--- src/rtl/citq_mac.sv ---
// Serial-parallel multiplier: a 48-bit signed multiplicand times a 32-bit signed
// multiplier, one multiplier digit of 4 bits a cycle, eight digits in all. No package use.
`default_nettype none
module citq_mac (
    input  wire logic               aclk,
    input  wire logic               aresetn,
    input  wire logic               start,
    input  wire logic signed [47:0] a,
    input  wire logic signed [31:0] b,
    output logic                    done,
    output logic signed [71:0]      p
);
    logic signed [71:0] acc_reg;
    logic signed [71:0] a_reg;
    logic [31:0]        b_reg;
    logic [2:0]         cnt_reg;
    logic               busy_reg, done_reg;
    logic signed [71:0] part;

    // Top digit carries the sign weight
    always_comb begin
        if (cnt_reg == 3'd7)
            part = a_reg * 72'(signed'({1'b0, b_reg[3:0]} - (b_reg[3] ? 5'sd16 : 5'sd0)));
        else
            part = a_reg * 72'(signed'({1'b0, b_reg[3:0]}));
    end

    assign done = done_reg;
    assign p = acc_reg;

    always_ff @(posedge aclk) begin
        if (!aresetn) begin
            busy_reg <= 1'b0;
            done_reg <= 1'b0;
            cnt_reg  <= '0;
        end else begin
            done_reg <= 1'b0;
            if (start) begin
                acc_reg  <= '0;
                a_reg    <= 72'(a);
                b_reg    <= b;
                cnt_reg  <= '0;
                busy_reg <= 1'b1;
            end else if (busy_reg) begin
                acc_reg <= acc_reg + part;
                a_reg   <= a_reg <<< 4;
                b_reg   <= b_reg >> 4;
                cnt_reg <= cnt_reg + 1'b1;
                if (cnt_reg == 3'd7) begin
                    busy_reg <= 1'b0;
                    done_reg <= 1'b1;
                end
            end
        end
    end
endmodule
`default_nettype wire

--- config.mk ---
export PLATFORM = sky130hd
export DESIGN_NAME = citq_mac
export DESIGN_NICKNAME = d
export VERILOG_FILES = /design/src/rtl/citq_mac.sv
export SDC_FILE = /design/constraint.sdc
export NUM_CORES = 2
export LEC_CHECK = 0
export BUFFER_PORTS_ARGS = -buffer_cell sky130_fd_sc_hd__buf_2
export CORE_MARGIN = 2
export CORE_UTILIZATION = 55
export DETAILED_ROUTE_END_ITERATION = 10
export PLACE_DENSITY = 0.84
export SLEW_MARGIN = 0
export SYNTH_ARGS = -nofsm -noshare
export SYNTH_HDL_FRONTEND = slang
export SYNTH_SLANG_ARGS = --single-unit
--- constraint.sdc ---
create_clock -name aclk -period 18.9 [get_ports aclk]
set_input_delay 2.835 -clock aclk [delete_from_list [all_inputs] [get_ports aclk]]
set_output_delay 2.835 -clock aclk [all_outputs]
set_load 0.1 [all_outputs]
==> flow_results.org <==
** Clocking
- Counting along the longest clock path gives a buffer depth of 2.
- Number of sinks on the clock net :: 181
- The H-tree generated during clock tree synthesis spans 4 levels.
- Post-CTS setup-driven buffer insertion count :: 0
- Clock tree synthesis selected as its root buffer the cell sky130_fd_sc_hd__clkbuf_16.
- Clk_lat worst skew :: 540 ps
- After clock tree synthesis, the clock-pin slew on the worst setup and hold paths is 90 ps.
- Gates resized, CTS repair :: 0
- Hold buffers post-CTS :: 0
- CTS Buf Count :: 17
- TritonCTS clock tree :: built

** STA
- Counting I/O delays and the setup requirement, the final critical path takes 9502 ps.
- FMAX :: 0.1052 GHz
- Setup repair after global routing left no endpoint under its margin.
- The number of hold-slack violations in the final timing report was 0.
- Max-slew violation count :: 0
- The clock arrives with 18.44 ps of skew.
- For the pin with the worst max-slew slack, the measured transition is 1130 ps.
- Setup violations remaining at the end of the flow were counted as 0.
- The worst pin sits at a relative slew slack of 0.2446.
- Total negative slack for setup checks :: 0 ps
- Final critical-path share of the clock period :: 0.5028

** Global route
- Wire length of the first global-routing pass :: 146.0 mm
- In the global route stage, overall resource usage came out at 0.2926.
- Entering global routing, the biggest net connects 151 pins.
- The total overflow left after global routing is 0.
- Number of antenna violations at the first check in global routing :: 1
- Via count of the first global-routing pass :: 28260

** Floorplanning
- Top-level port count :: approximately 160
- The initial utilization of the core area, before any placement, comes to 0.5584.
- The floorplan step set the die height to 249.2 um.
- The die covers 62120 sq um.
- The floorplan step defined a core boundary enclosing 59240 sq um.
- The floorplan step set the die width to 249.2 um.
- Rows :: 89

** Logic synthesis
- Count of cell types in the netlist :: 80
- In this run the mean area of a mapped cell was between 8 and 9 sq um.
- Primary flip-flop cell chosen by synthesis mapping :: sky130_fd_sc_hd__edfxtp_1
- FFs w/ async S/R, synth :: 0
- Counting every instance in the synthesized netlist gives 3958.
- Yosys warning total :: 0
- The synthesized netlist occupies a cell area of 33080 sq um.
- The synthesized design contains 181 register bits.
- Count of flip-flops with a built-in enable after synthesis :: approximately 180
- Sequential cell area fraction in the yosys report :: 0.1628
- The number of nets in the synthesized netlist is between 4000 and 5000.

** Critical path
- The worst setup path is captured at a register.
- The critical path in this run is classified as register to register.
- For this design, the slowest cell found on the critical path is sky130_fd_sc_hd__buf_4.
- Measured in cells, the most critical reg-to-reg path has a length of 29.
- Data arrival at the endpoint of the critical path :: 9770 ps
- Source of the worst register-to-register timing path :: b_reg[3]$_DFFE_PP_
- In this design, the stage delay of the slowest critical-path cell is 660 ps.
- Req. time, crit path :: 19170 ps
- Biggest fanout along the worst timing path :: 79
- The worst setup path is launched from a register.
- Tracing the worst setup path back leads to its startpoint at b_reg[3]$_DFFE_PP_.

** Outcome
- The run finished with clean final reports.

** Cells and area
- In the layout the commonest cells are 789 x sky130_fd_sc_hd__inv_1, 357 x sky130_fd_sc_hd__ha_1, 341 x sky130_fd_sc_hd__nand2_1, 338 x sky130_fd_sc_hd__fa_1, 274 x sky130_fd_sc_hd__a21oi_1.
- The library cell used most frequently in the layout, excluding fill and tap cells, is sky130_fd_sc_hd__inv_1.
- Fraction of final layout cells sized beyond drive strength 1 :: 0.07744
- The filler cells instantiated in the layout total 5194.
- The final layout contains 4769 nets.
- Post-route cell area :: 35020 sq um
- Registers take 5385 sq um.
- Area growth from synthesis to layout :: 5.886%
- In the final layout, the multi-input gates occupy 24150 sq um.
- Number of diodes :: 0

** Power
- Part of the total power dissipated in the clock network :: 0.076
- Of the total power, combinational logic draws 0.795.
- Net switching power :: 3.246 mW
- Reg power frac :: 0.129
- Leak Pwr :: around 18 nW
- VDD sags by at most 0.2855 mV.
- Of the total power, the share spent switching nets is 0.5795.
- Power density relative to cell area :: 159.9 nW/um^2
- Cell internal power was estimated by the tool at between 2 and 2.5 mW.

** Drt
- In the final routing, the length of wire on met1 measures 38.05 mm.
- Wires add up to 89.14 mm.
- Detailed routing placed a total of ~7 mm of wire on met3.
- Top Metal Used :: met4
- Wirelength per Cell :: approximately 19 um
- The final route contains approximately 28000 vias.
- The first detailed-routing pass ran for 6 iterations.
- After detailed routing, the number of vias per cell comes to 5.826.
- After detailed routing, the number of remaining DRC violations is 0.
- After detailed routing, the met2 layer carries 40.28 mm of wire.
- First-iteration detailed-routing DRC count :: 2712
- The detail route stage leaves a number of antenna-violating nets equal to 0.

** Flow run
- The tool flagged a number of max-cap violations equal to 0.

** Hold path
- Worst hold-check path type :: register to register
- Origin of the worst min-delay path :: cnt_reg[1]$_SDFFE_PP0P_
- Hold Crit Depth :: 2

** Placement
- Placed wire-length estimate after detailed placement :: approximately 72 mm
- Count of input and output buffers :: 155
- Cell Area, Placed :: 34340 sq um
- Routability-driven placement finished with a final weighted congestion of 1.008.
[per-stage QoR]
stage | cells | hold WS, ps | power [mW] | setup WS (ps) | util
after detailed placement | 4743 | 498.5 | 5.063 | 9252 | 0.5796
after global placement | 4743 | 481.8 | 5.016 | 9524 | 0.5796
final | 4776 | 522.4 | 5.601 | 9398 | 0.5912
after floorplan | 3958 | 464.6 | 4.113 | 11030 | -
after global routing | 4776 | 559.9 | 6.048 | 8898 | 0.5912
after CTS | 4775 | 520.8 | 5.523 | 9233 | 0.5908
[synth_stat cells, drive strengths merged, types with 63 or more instances]
cell type	instances	area [sq um]
nand2	342	1286
nor2b	63	394.1
fa	338	6766
and2	196	1226
ha	358	4479
inv	789	2962
a21oi	274	1371
clkbuf	132	495.5
o21ai	194	974.7
nor2	212	795.8
xor2	84	735.7
mux2	70	788.3
a21o	140	1051
xnor2	120	1051
edfxtp	176	5285
[metal layers]
metal / vias to the layer above / GRT usage
met3: 190 / 0.05225
li1: 13060 / -
met2: 1172 / 0.4694
met4: 0 / 0.1126
met1: 13410 / 0.3943
met5: - / 0
[critical path, delay by kind of cell (launching register included)]
kind	cells	cell delay [ps]
DFF	1	330
adders and majority gates	5	2160
AOI/OAI and AO/OA	11	3430
buffers and inverters	5	1440
xor gates and xnor gates	1	110
and+or+nand+nor	7	1690
[kinds of logic (layout without fill, tap and decap cells)]
family	count (synthesis)	count (layout)	synth area share
buf+inv	943	988	0.1078
simple gates	1020	1020	0.1493
compound gates	838	838	0.1605
fa+ha+maj	696	696	0.3400
xor+xnor	204	204	0.05402
flops	181	181	0.1628
mux	76	76	0.02565
[power groups by stage]
stage / clock, mW / sequential (mW) / combinational (mW)
3_3_place_gp: 0 / 0.725 / 4.29
4_1_cts: 0.433 / 0.716 / 4.37
5_1_grt: 0.446 / 0.723 / 4.88
6_report: 0.428 / 0.722 / 4.45
3_5_place_dp: 0 / 0.724 / 4.34
2_1_floorplan: 0 / 1.17 / 2.94
[cell type report]
class                           instances  area share
Sequential cell                       181      0.1538
Clock buffer                           17     0.01215
Inverter                              789     0.08456
Timing Repair Buffer                  167     0.02583
Tap cell                              773     0.02761
Clock inverter                         15    0.006645
Multi-Input combinational cell       2834      0.6895
[worst paths after layout]
| check | slack [ps] | endpoint |
|---|---|---|
| worst max-delay path | 9400 | p[66]$_SDFFCE_PP0P_ |
| worst min-delay path | 520 | cnt_reg[1]$_SDFFE_PP0P_ |
| worst max register to register | 9400 | p[66]$_SDFFCE_PP0P_ |
| worst min register to register | 520 | cnt_reg[1]$_SDFFE_PP0P_ |
Power figures use the tool's default switching activity.
