--- config.mk ---
export PLATFORM = sky130hd
export DESIGN_NAME = citq_cordic
export DESIGN_NICKNAME = d
export VERILOG_FILES = /design/src/rtl/citq_pkg.sv /design/src/rtl/citq_cordic.sv
export SDC_FILE = /design/constraint.sdc
export NUM_CORES = 1
export LEC_CHECK = 0
export ABC_AREA = 1
export BUFFER_PORTS_ARGS = -buffer_cell sky130_fd_sc_hd__buf_4
export CAP_MARGIN = 40
export CELL_PAD_IN_SITES_DETAIL_PLACEMENT = 1
export CELL_PAD_IN_SITES_GLOBAL_PLACEMENT = 1
export CORE_AREA = 2 2 229 231
export DETAILED_ROUTE_END_ITERATION = 8
export DIE_AREA = 0 0 231 233
export GPL_ROUTABILITY_DRIVEN = 1
export GPL_TIMING_DRIVEN = 0
export PLACE_DENSITY = 0.83
export SETUP_SLACK_MARGIN = 0.3
export SYNTH_ARGS = -nofsm -noshare
export SYNTH_HDL_FRONTEND = slang
export SYNTH_SLANG_ARGS = --single-unit
--- constraint.sdc ---
create_clock -name aclk -period 5.55 [get_ports aclk]
set_input_delay 1.11 -clock aclk [delete_from_list [all_inputs] [get_ports aclk]]
set_output_delay 1.11 -clock aclk [all_outputs]
set_load 0.02 [all_outputs]
--- src/rtl/citq_pkg.sv ---
// Shared constants, types and the CORDIC arctangent table for the 2R impedance block.
// No dependencies.
`default_nettype none
package citq_pkg;
    localparam int CORDIC_STEPS = 16;
    localparam int STEPS_EFF = (CORDIC_STEPS > 24) ? 24 : CORDIC_STEPS;
    localparam int STEP_W = 5;

    localparam logic [33:0] Q30_HALF_PI = 34'sd1686629713;
    localparam logic [33:0] Q30_PI      = 34'sd3373259426;
    localparam logic [33:0] Q30_GAIN    = 34'sd652032875;

    localparam logic [2:0] REG_BASE  = 3'd0;
    localparam logic [2:0] REG_L1    = 3'd1;
    localparam logic [2:0] REG_L2    = 3'd2;
    localparam logic [2:0] REG_KSX   = 3'd3;
    localparam logic [2:0] REG_KSY   = 3'd4;
    localparam logic [2:0] REG_KDX   = 3'd5;
    localparam logic [2:0] REG_KDY   = 3'd6;

    localparam logic [1:0] ST_OK      = 2'd0;
    localparam logic [1:0] ST_MISSING = 2'd1;
    localparam logic [1:0] ST_SAT     = 2'd2;

    typedef struct packed {
        logic [15:0] base;
        logic [15:0] l1;
        logic [15:0] l2;
        logic [15:0] ksx;
        logic [15:0] ksy;
        logic [15:0] kdx;
        logic [15:0] kdy;
    } cfg_t;

    function automatic logic [33:0] atan_q30(input logic [STEP_W-1:0] i);
        logic [33:0] r;
        unique case (i)
            5'd0:  r = 34'd843314857;
            5'd1:  r = 34'd497837829;
            5'd2:  r = 34'd263043837;
            5'd3:  r = 34'd133525159;
            5'd4:  r = 34'd67021687;
            5'd5:  r = 34'd33543516;
            5'd6:  r = 34'd16775851;
            5'd7:  r = 34'd8388437;
            5'd8:  r = 34'd4194283;
            5'd9:  r = 34'd2097149;
            default: r = 34'd1 << (5'd30 - i);
        endcase
        return r;
    endfunction
endpackage
`default_nettype wire

--- src/rtl/citq_cordic.sv ---
// Iterative rotation-mode CORDIC: one micro-rotation per cycle, Q2.30.
// Depends on citq_pkg.
`default_nettype none
module citq_cordic (
    input  wire logic               aclk,
    input  wire logic               aresetn,
    input  wire logic               start,
    input  wire logic signed [15:0] angle,
    output logic                    done,
    output logic signed [16:0]      cos_q15,
    output logic signed [16:0]      sin_q15
);
    logic signed [35:0] x_reg, y_reg, z_reg;
    logic               neg_reg, busy_reg, done_reg;
    logic [citq_pkg::STEP_W-1:0] i_reg;

    logic signed [35:0] z0, xs, ys, at, xf, yf;
    logic signed [35:0] cr, sr;
    logic signed [35:0] half_pi;

    always_comb begin
        z0 = 36'(angle) <<< 17;
        half_pi = $signed(36'(citq_pkg::Q30_HALF_PI));
        xs = x_reg >>> i_reg;
        ys = y_reg >>> i_reg;
        at = 36'(citq_pkg::atan_q30(i_reg));
        xf = neg_reg ? -x_reg : x_reg;
        yf = neg_reg ? -y_reg : y_reg;
        cr = (xf + 36'sd16384) >>> 15;
        sr = (yf + 36'sd16384) >>> 15;
    end

    assign done = done_reg;
    assign cos_q15 = cr[16:0];
    assign sin_q15 = sr[16:0];

    // Load, then rotate one step per cycle
    always_ff @(posedge aclk) begin
        if (!aresetn) begin
            busy_reg <= 1'b0;
            done_reg <= 1'b0;
            i_reg    <= '0;
        end else begin
            done_reg <= 1'b0;
            if (start) begin
                x_reg   <= 36'(citq_pkg::Q30_GAIN);
                y_reg   <= '0;
                i_reg   <= '0;
                busy_reg <= 1'b1;
                if (z0 > half_pi) begin
                    z_reg <= z0 - 36'(citq_pkg::Q30_PI); neg_reg <= 1'b1;
                end else if (z0 < -half_pi) begin
                    z_reg <= z0 + 36'(citq_pkg::Q30_PI); neg_reg <= 1'b1;
                end else begin
                    z_reg <= z0; neg_reg <= 1'b0;
                end
            end else if (busy_reg) begin
                if (z_reg >= 0) begin
                    x_reg <= x_reg - ys; y_reg <= y_reg + xs; z_reg <= z_reg - at;
                end else begin
                    x_reg <= x_reg + ys; y_reg <= y_reg - xs; z_reg <= z_reg + at;
                end
                i_reg <= i_reg + 1'b1;
                if (i_reg == citq_pkg::STEP_W'(citq_pkg::STEPS_EFF - 1)) begin
                    busy_reg <= 1'b0;
                    done_reg <= 1'b1;
                end
            end
        end
    end
endmodule
`default_nettype wire

==> out/results.md, run 1 <==
| Stage | Quantity | This run |
| --- | --- | --- |
| worst hold path | Hold/Removal Path Class | register to register |
| sta | FMAX | 0.1947 GHz |
| finish | Final std cell area, no fill | 23,220 µm² |
| synthesis | Synth cell types | 64 |
| run status | Run status | complete, no violations |
| finish | Syn-to-layout area delta | 13.81% |
| worst setup path | Largest stage delay on the critical path | 370 ps |
| drt | First-pass DRT Iterations | 6 |
| worst setup path | Family with the most delay on the worst path | simple AND/OR/NAND/NOR gates |
| clock tree | Sink Count | 116 |
| finish | Proportion of layout cells with a drive suffix above 1 | 11.56% |
| finish | Area of the multi-input gates | 15,740 µm² |
| floorplanning | Initial standard-cell utilization of the core | 39.93% |
| worst setup path | Register-to-register setup slack | 410 ps |
| drt | Antenna-violating nets left | 0 |
| synthesis | Synth top area share | 17.22% |
| finish | Final design utilization | 45.45% |
| worst setup path | Highest-delay cell along the critical path | sky130_fd_sc_hd__dfxtp_2 |
| drt | Mean routed wirelength per cell | 22.55 µm |
| synthesis | Cell taking the most area after synthesis | sky130_fd_sc_hd__nand2_1 |
| power | Post-layout total power | 11.33 mW |
| synthesis | Gate count of the mapped netlist | 3,457 |
| synthesis | Synth area leaders | sky130_fd_sc_hd__nand2_1 17%, sky130_fd_sc_hd__edfxtp_1 16%, sky130_fd_sc_hd__nand3_1 12% |
| drt | Ratio of routed vias to standard cells | 6.033 |
| worst setup path | Critical Setup Path Class | register to register |
| global routing | Largest net degree at the start of global routing | 47 |
| sta | Worst relative slew slack | 35.07% |
| finish | Post-layout instance count excluding filler cells | 4,243 |
| placement | Count of input and output buffers | 50 |
| worst hold path | Min-Delay Path Depth | 2 |
| clock tree | Buffer type at the clock tree root | sky130_fd_sc_hd__clkbuf_16 |
| power | Leakage | 10.83 nW |
| synthesis | Synth Area per Inst | 5.902 µm² |
| global routing | Number of global-route vias before repair | 24,970 |
| floorplanning | I/O Pins | 54 |
| sta | Final Slew Violations | 0 |
| clock tree | Hold Buf Count CTS | 0 |
| placement | Post-Place Setup Slack | -465.3 ps |
| synthesis | Number of enable-type register cells in the synthesized netlist | 109 |
| sta | Slew at the pin closest to its max-slew limit | 973.9 ps |
| drt | Initial drt markers | 2,428 |
| worst setup path | Worst path required time | 5780 ps |
| placement | Placed Instance Area | 21,790 µm² |
| global routing | Total congestion overflow | 0 |
| synthesis | Sequential-to-total area share from yosys stat | 16.73% |
| clock tree | TritonCTS clock tree | done |
| sta | Final hold violation count | 0 |
| clock tree | Number of clock buffers inserted by TritonCTS | 17 |
| clock tree | Clock latency on the worst-skew pair | 510 ps |
| synthesis | Top FF cell, synth | sky130_fd_sc_hd__edfxtp_1 |
| synthesis | Register bit total from synthesis | 116 |
| drt | Residual DRC | 0 |
| global routing | Number of antenna violations at the first check in global routing | 0 |
| worst setup path | Kind of start point of the critical path | register |
| placement | Number of placed instances with taps included | 4,198 |
| global routing | Aggregate global-route resource usage | 34.79% |
| worst setup path | Highest net fanout along the worst path | 11 |
| placement | Routability congestion estimate | 1.036 |
| floorplanning | Die outline width | 231 µm |
| sta | Clock period minus final worst setup slack | 5137 ps |
| finish | Fill cell total of the finished layout | 7,175 |
| floorplanning | Chip height | 233 µm |
| power | Power Dens Cells | 488.1 nW/µm² |
| finish | Register area | 3416 µm² |
| power | Peak supply drop | 194.4 µV |
| synthesis | Cell area after technology mapping | 20,400 µm² |
| worst setup path | Library cell appearing most often on the critical path | sky130_fd_sc_hd__nand2_1 |
| worst setup path | Cell depth of the worst flop-to-flop path | 31 |
| finish | # nets final | 3,691 |
| synthesis | Net count of the mapped netlist | 3,598 |
| sta | Number of failing setup endpoints in the final timing report | 0 |
| worst setup path | Logic depth of the worst setup path including buffers | 31 |
| sta | Clock skew after layout | 19.79 ps |
| finish | Final antenna diode count | 0 |
| floorplanning | Area of the die | 53,820 µm² |
| drt | Number of vias in the routed layout | 25,600 |
| worst setup path | Number of buffer and inverter stages on the critical path | 6 |
| placement | Estimated wirelength of the detail-placed design | 75,770 µm |
| run | Number of max-cap violations | 0 |
| sta | RSZ-0062 raised after global routing | true |
| worst setup path | Critical path arrival | 5360 ps |
| sta | Post-route worst hold slack | 606.1 ps |
| synthesis | FFs w/ async S/R, synth | 0% |
| drt | Wirelength, routed | 95,670 µm |
| clock tree | H-tree depth | 4 |
| clock tree | Worst-case clock buffer depth | 2 |
| global routing | Wire length of the first global-routing pass | 143,600 µm |
| sta | Final setup TNS | 0 ps |
| synthesis | Warning count from the yosys run | 0 |
| sta | Setup slack of the critical path after layout | 413.1 ps |
| worst setup path | Setup crit end kind | register |
| clock tree | Clk slew on worst S/H paths | 70 ps |
| sta | Final critical-path share of the clock period | 92.56% |
| floorplanning | Site row count | 83 |
| synthesis | Most instantiated library cell after synthesis | sky130_fd_sc_hd__nand2_1 |
| floorplanning | Core area | 51,090 µm² |
| synthesis | Top cell types by occurrence after synthesis | 936 x sky130_fd_sc_hd__nand2_1, 478 x sky130_fd_sc_hd__nand3_1, 348 x sky130_fd_sc_hd__nor2_1 |
repair_timing:
action	4_1_cts	5_1_grt
pin swaps	4	28
resized for setup	47	167
endpoints found under the setup margin	23	58
setup buffers	3	10
area by class of cell:
cell class / count / area share (%)
multi-input combinational: 2863 / 67.78
clock buffer: 18 / 1.848
buffer: 114 / 2.829
clock inverter: 14 / 0.5550
sequential: 116 / 14.71
timing repair buffer: 74 / 2.700
tap: 680 / 3.664
inverter: 364 / 5.916
worst register-to-register path, delay by kind of cell (launching register included):
| kind | cells | cell delay (ps) |
|---|---|---|
| and+or+nand+nor | 16 | 1680 |
| AOI/OAI and AO/OA | 6 | 1270 |
| buffers and inverters | 6 | 800 |
| adders and majority gates | 2 | 580 |
| DFF | 1 | 370 |
| xor gates and xnor gates | 1 | 190 |
layout by cell type (no fill, tap or decap), types with 37 or more instances in the layout:
cell,instances
sky130_fd_sc_hd__a21oi_1,226
sky130_fd_sc_hd__buf_4,78
sky130_fd_sc_hd__edfxtp_1,109
sky130_fd_sc_hd__ha_1,107
sky130_fd_sc_hd__inv_1,344
sky130_fd_sc_hd__nand2_1,922
sky130_fd_sc_hd__nand3_1,468
sky130_fd_sc_hd__nand4_1,38
sky130_fd_sc_hd__nor2_1,327
sky130_fd_sc_hd__nor3_1,37
sky130_fd_sc_hd__o21ai_0,193
sky130_fd_sc_hd__o21ai_1,47
sky130_fd_sc_hd__xnor2_1,44
sky130_fd_sc_hd__xor2_1,100
cell families after synthesis:
group / share of synthesized area (%)
compound gates: 17.22
xor+xnor: 6.782
fa+ha+maj: 7.592
buf+inv: 9.689
flops: 16.73
simple gates: 41.99
final timing paths:
path,start,end
worst max-delay path,i_reg[0]$_SDFFE_PP0P_,z_reg[35]$_DFFE_PP_
worst min-delay path,busy_reg$_SDFF_PN0_,i_reg[0]$_SDFFE_PP0P_
worst max register to register,i_reg[0]$_SDFFE_PP0P_,z_reg[35]$_DFFE_PP_
worst min register to register,busy_reg$_SDFF_PN0_,i_reg[0]$_SDFFE_PP0P_
layer usage:
metal | routed length, µm | vias to the layer above | track usage (%)
met3 | 8797 | 298 | 8.015
met1 | 38500 | 12330 | 43.17
li1 | - | 11810 | -
met5 | 0 | - | 0
met2 | 42360 | 1167 | 55.24
met4 | 6011 | 0 | 20.04
where the power goes:
part / switching [mW] / internal [mW] / total [mW]
clock network: 0.517 / 0.616 / 1.13
registers: 0.496 / 1.35 / 1.84
logic: 5.64 / 2.72 / 8.36
total: 6.65 / 4.68 / 11.3
(Power assumes the default switching activity.)
==> run 2: changes to the inputs <==
--- a/config.mk
+++ b/config.mk
@@ -10,12 +10,13 @@
 export CAP_MARGIN = 40
 export CELL_PAD_IN_SITES_DETAIL_PLACEMENT = 1
 export CELL_PAD_IN_SITES_GLOBAL_PLACEMENT = 1
-export CORE_AREA = 2 2 229 231
+export CORE_AREA = 2 2 264 266
 export DETAILED_ROUTE_END_ITERATION = 8
-export DIE_AREA = 0 0 231 233
+export DIE_AREA = 0 0 266 268
 export GPL_ROUTABILITY_DRIVEN = 1
 export GPL_TIMING_DRIVEN = 0
-export PLACE_DENSITY = 0.83
+export PLACE_DENSITY = 0.67
+export RECOVER_POWER = 100
 export SETUP_SLACK_MARGIN = 0.3
 export SYNTH_ARGS = -nofsm -noshare
 export SYNTH_HDL_FRONTEND = slang
==> out/results.md, run 2 (synthesized netlist as in run 1, its figures left out) <==
| Stage | Quantity | This run | Change |
| --- | --- | --- | --- |
| global routing | Total congestion overflow | 0 | unchanged |
| floorplanning | Area of the die | 71,290 µm² | +32% |
| drt | First-pass DRT Iterations | 5 | -1 |
| drt | Ratio of routed vias to standard cells | 5.528 | -8.4% |
| clock tree | Sink Count | 116 | unchanged |
| floorplanning | Die outline width | 266 µm | +15% |
| clock tree | TritonCTS clock tree | done |  |
| drt | Antenna-violating nets left | 0 | unchanged |
| finish | Area of the multi-input gates | 15,760 µm² | +0.10% |
| finish | Final std cell area, no fill | 23,480 µm² | +1.1% |
| sta | Post-route worst hold slack | 617.1 ps | +11.06 ps |
| sta | Clock skew after layout | 20.66 ps | +0.8665 ps |
| global routing | Number of antenna violations at the first check in global routing | 0 | unchanged |
| drt | Initial drt markers | 1,935 | -20% |
| global routing | Wire length of the first global-routing pass | 145,800 µm | +1.6% |
| worst setup path | Largest stage delay on the critical path | 420 ps | +50 ps |
| floorplanning | Core area | 68,230 µm² | +34% |
| global routing | Met3 GRT Util | 4.884% | -3.1 points |
| worst setup path | Highest net fanout along the worst path | 10 | -1 |
| floorplanning | Initial standard-cell utilization of the core | 29.91% | -10 points |
| floorplanning | Chip height | 268 µm | +15% |
| global routing | Largest net degree at the start of global routing | 38 | -19% |
| placement | Routability congestion estimate | 1.001 | -3.4% |
| finish | Syn-to-layout area delta | 15.09% |  |
| worst setup path | Critical path arrival | 5560 ps | +200 ps |
| placement | Placed Instance Area | 22,110 µm² | +1.4% |
| sta | FMAX | 0.1919 GHz | -1.4% |
| clock tree | Clk slew on worst S/H paths | 70 ps | about the same |
| clock tree | Buffer type at the clock tree root | sky130_fd_sc_hd__clkbuf_16 |  |
| run status | Run status | complete, but fails checks |  |
| global routing | GR met2 Demand/Resource | 42.77% | -12 points |
| floorplanning | I/O Pins | 54 | unchanged |
| finish | # nets final | 3,702 | +0.30% |
| global routing | Most crowded layer after global routing | met2 |  |
| drt | Mean routed wirelength per cell | 21.84 µm | -3.2% |
| clock tree | Hold Buf Count CTS | 0 | unchanged |
| worst setup path | Worst path required time | 5900 ps | +120 ps |
| clock tree | Clock latency on the worst-skew pair | 500 ps | about the same |
| clock tree | Number of clock buffers inserted by TritonCTS | 17 | unchanged |
| power | Power Dens Cells | 477.7 nW/µm² | -2.1% |
| global routing | Number of global-route vias before repair | 24,120 | -3.4% |
| drt | Number of vias in the routed layout | 24,630 | -3.8% |
| worst setup path | Kind of start point of the critical path | register |  |
| sta | Clock period minus final worst setup slack | 5210 ps | +72.99 ps |
| finish | Register area | 3415 µm² | about the same |
| power | Peak supply drop | 252.4 µV | +30% |
| run status | Violations in the final reports | max-capacitance violations, max-slew violations |  |
| worst setup path | Library cell appearing most often on the critical path | sky130_fd_sc_hd__nand2_1 |  |
| finish | Fill cell total of the finished layout | 9,119 | +27% |
| global routing | Aggregate global-route resource usage | 26.95% | -7.8 points |
| power | Leakage | 10.80 nW | -0.26% |
| finish | Final design utilization | 34.42% | -11 points |
| sta | Final Slew Violations | 61 | +61 |
| finish | Final antenna diode count | 0 | unchanged |
| drt | Wirelength, routed | 97,300 µm | +1.7% |
| worst setup path | Highest-delay cell along the critical path | sky130_fd_sc_hd__dfxtp_1 |  |
| global routing | Met1 demand-to-capacity share in global routing | 35.47% | -7.7 points |
| sta | Final critical-path share of the clock period | 93.87% | +1.3 points |
| floorplanning | Site row count | 96 | +16% |
| finish | Post-layout instance count excluding filler cells | 4,456 | +5.0% |
| sta | Final hold violation count | 0 | unchanged |
| finish | Most frequent standard cell in the layout excluding fill and tap cells | sky130_fd_sc_hd__nand2_1 |  |
| placement | Number of placed instances with taps included | 4,404 | +4.9% |
| placement | Estimated wirelength of the detail-placed design | 79,450 µm | +4.8% |
| sta | Worst relative slew slack | -37.38% | -72 points |
| sta | Number of failing setup endpoints in the final timing report | 0 | unchanged |
| finish | Proportion of layout cells with a drive suffix above 1 | 11.16% | -0.40 points |
| worst setup path | Critical Setup Path Class | register to register |  |
| finish | Most frequent cells in the layout | 921 x sky130_fd_sc_hd__nand2_1, 475 x sky130_fd_sc_hd__nand3_1, 343 x sky130_fd_sc_hd__inv_1 |  |
| sta | Slew at the pin closest to its max-slew limit | 2061 ps | +1087 ps |
| clock tree | Worst-case clock buffer depth | 2 | unchanged |
| worst hold path | Hold/Removal Path Class | register to register |  |
| sta | RSZ-0062 raised after global routing | true |  |
| clock tree | H-tree depth | 4 | unchanged |
| drt | Residual DRC | 0 | unchanged |
| run | Number of max-cap violations | 2 | +2 |
| worst setup path | Setup crit end kind | register |  |
| placement | Count of input and output buffers | 50 | unchanged |
## run 2: changes by cell type in the layout (fill, tap and decap cells not counted), moves of 5 or more
cell and change:
sky130_fd_sc_hd__nand3_2 -7, sky130_fd_sc_hd__clkbuf_1 +26, sky130_fd_sc_hd__buf_4 -15, sky130_fd_sc_hd__ha_1 -6, sky130_fd_sc_hd__o21ai_0 +5, sky130_fd_sc_hd__ha_2 +7
sky130_fd_sc_hd__o21ai_1 -8, sky130_fd_sc_hd__nand3_1 +7
## run 2: worst paths after layout
kind	start	slack [ps]	cells after the start	end
setup / recovery	i_reg[0]$_SDFFE_PP0P_	340	30	x_reg[26]$_SDFFCE_PP1P_
hold / removal	busy_reg$_SDFF_PN0_	620	2	i_reg[0]$_SDFFE_PP0P_
setup reg to reg	i_reg[0]$_SDFFE_PP0P_	340	30	x_reg[26]$_SDFFCE_PP1P_
hold reg to reg	busy_reg$_SDFF_PN0_	620	2	i_reg[0]$_SDFFE_PP0P_
## run 2: report_power, final
| part | internal, mW | switching [mW] |
|---|---|---|
| clock network | 0.627 | 0.558 |
| logic | 2.66 | 5.51 |
| registers | 1.35 | 0.507 |
## run 2: layer usage
| layer | vias to the layer above | wire length (µm) |
|---|---|---|
| met4 | 0 | 5053 |
| met3 | 184 | 6357 |
| met1 | 11860 | 43250 |
| met5 | - | 0 |
| met2 | 773 | 42640 |
| li1 | 11810 | - |
## run 2: repair_timing
| item | CTS | global route |
|---|---|---|
| gates resized for setup | 55 | 171 |
| endpoints found under the setup margin | 30 | 59 |
| buffers inserted | 4 | 16 |
| pin swaps | 9 | 33 |
| gates cloned | 0 | 0 |
## run 2: stage by stage
step,power (mW),setup TNS [ps],worst slack (ps)
global placement,9.376,-136860,-1284
CTS,10.86,0,232.3
finish,11.22,0,340.1
global route,12.18,0,102.3
detailed placement,9.503,-2065,-453.2
floorplan,7.022,0,1078
## run 2: layout make-up
| class | instances | share of cell area [%] |
|---|---|---|
| Clock inverter | 14 | 0.6074 |
| Multi-Input combinational cell | 2863 | 67.09 |
| Inverter | 364 | 5.850 |
| Sequential cell | 116 | 14.54 |
| Clock buffer | 18 | 1.828 |
| Timing Repair Buffer | 85 | 2.616 |
| Tap cell | 882 | 4.699 |
| Buffer | 114 | 2.765 |
## run 2: critical path, delay by kind of cell (launching register included)
kind	cells	cell delay, ps
fa+ha+maj	2	660
compound gates	3	360
flops	1	420
xor+xnor	1	70
simple gates	17	2660
buf+inv	7	880
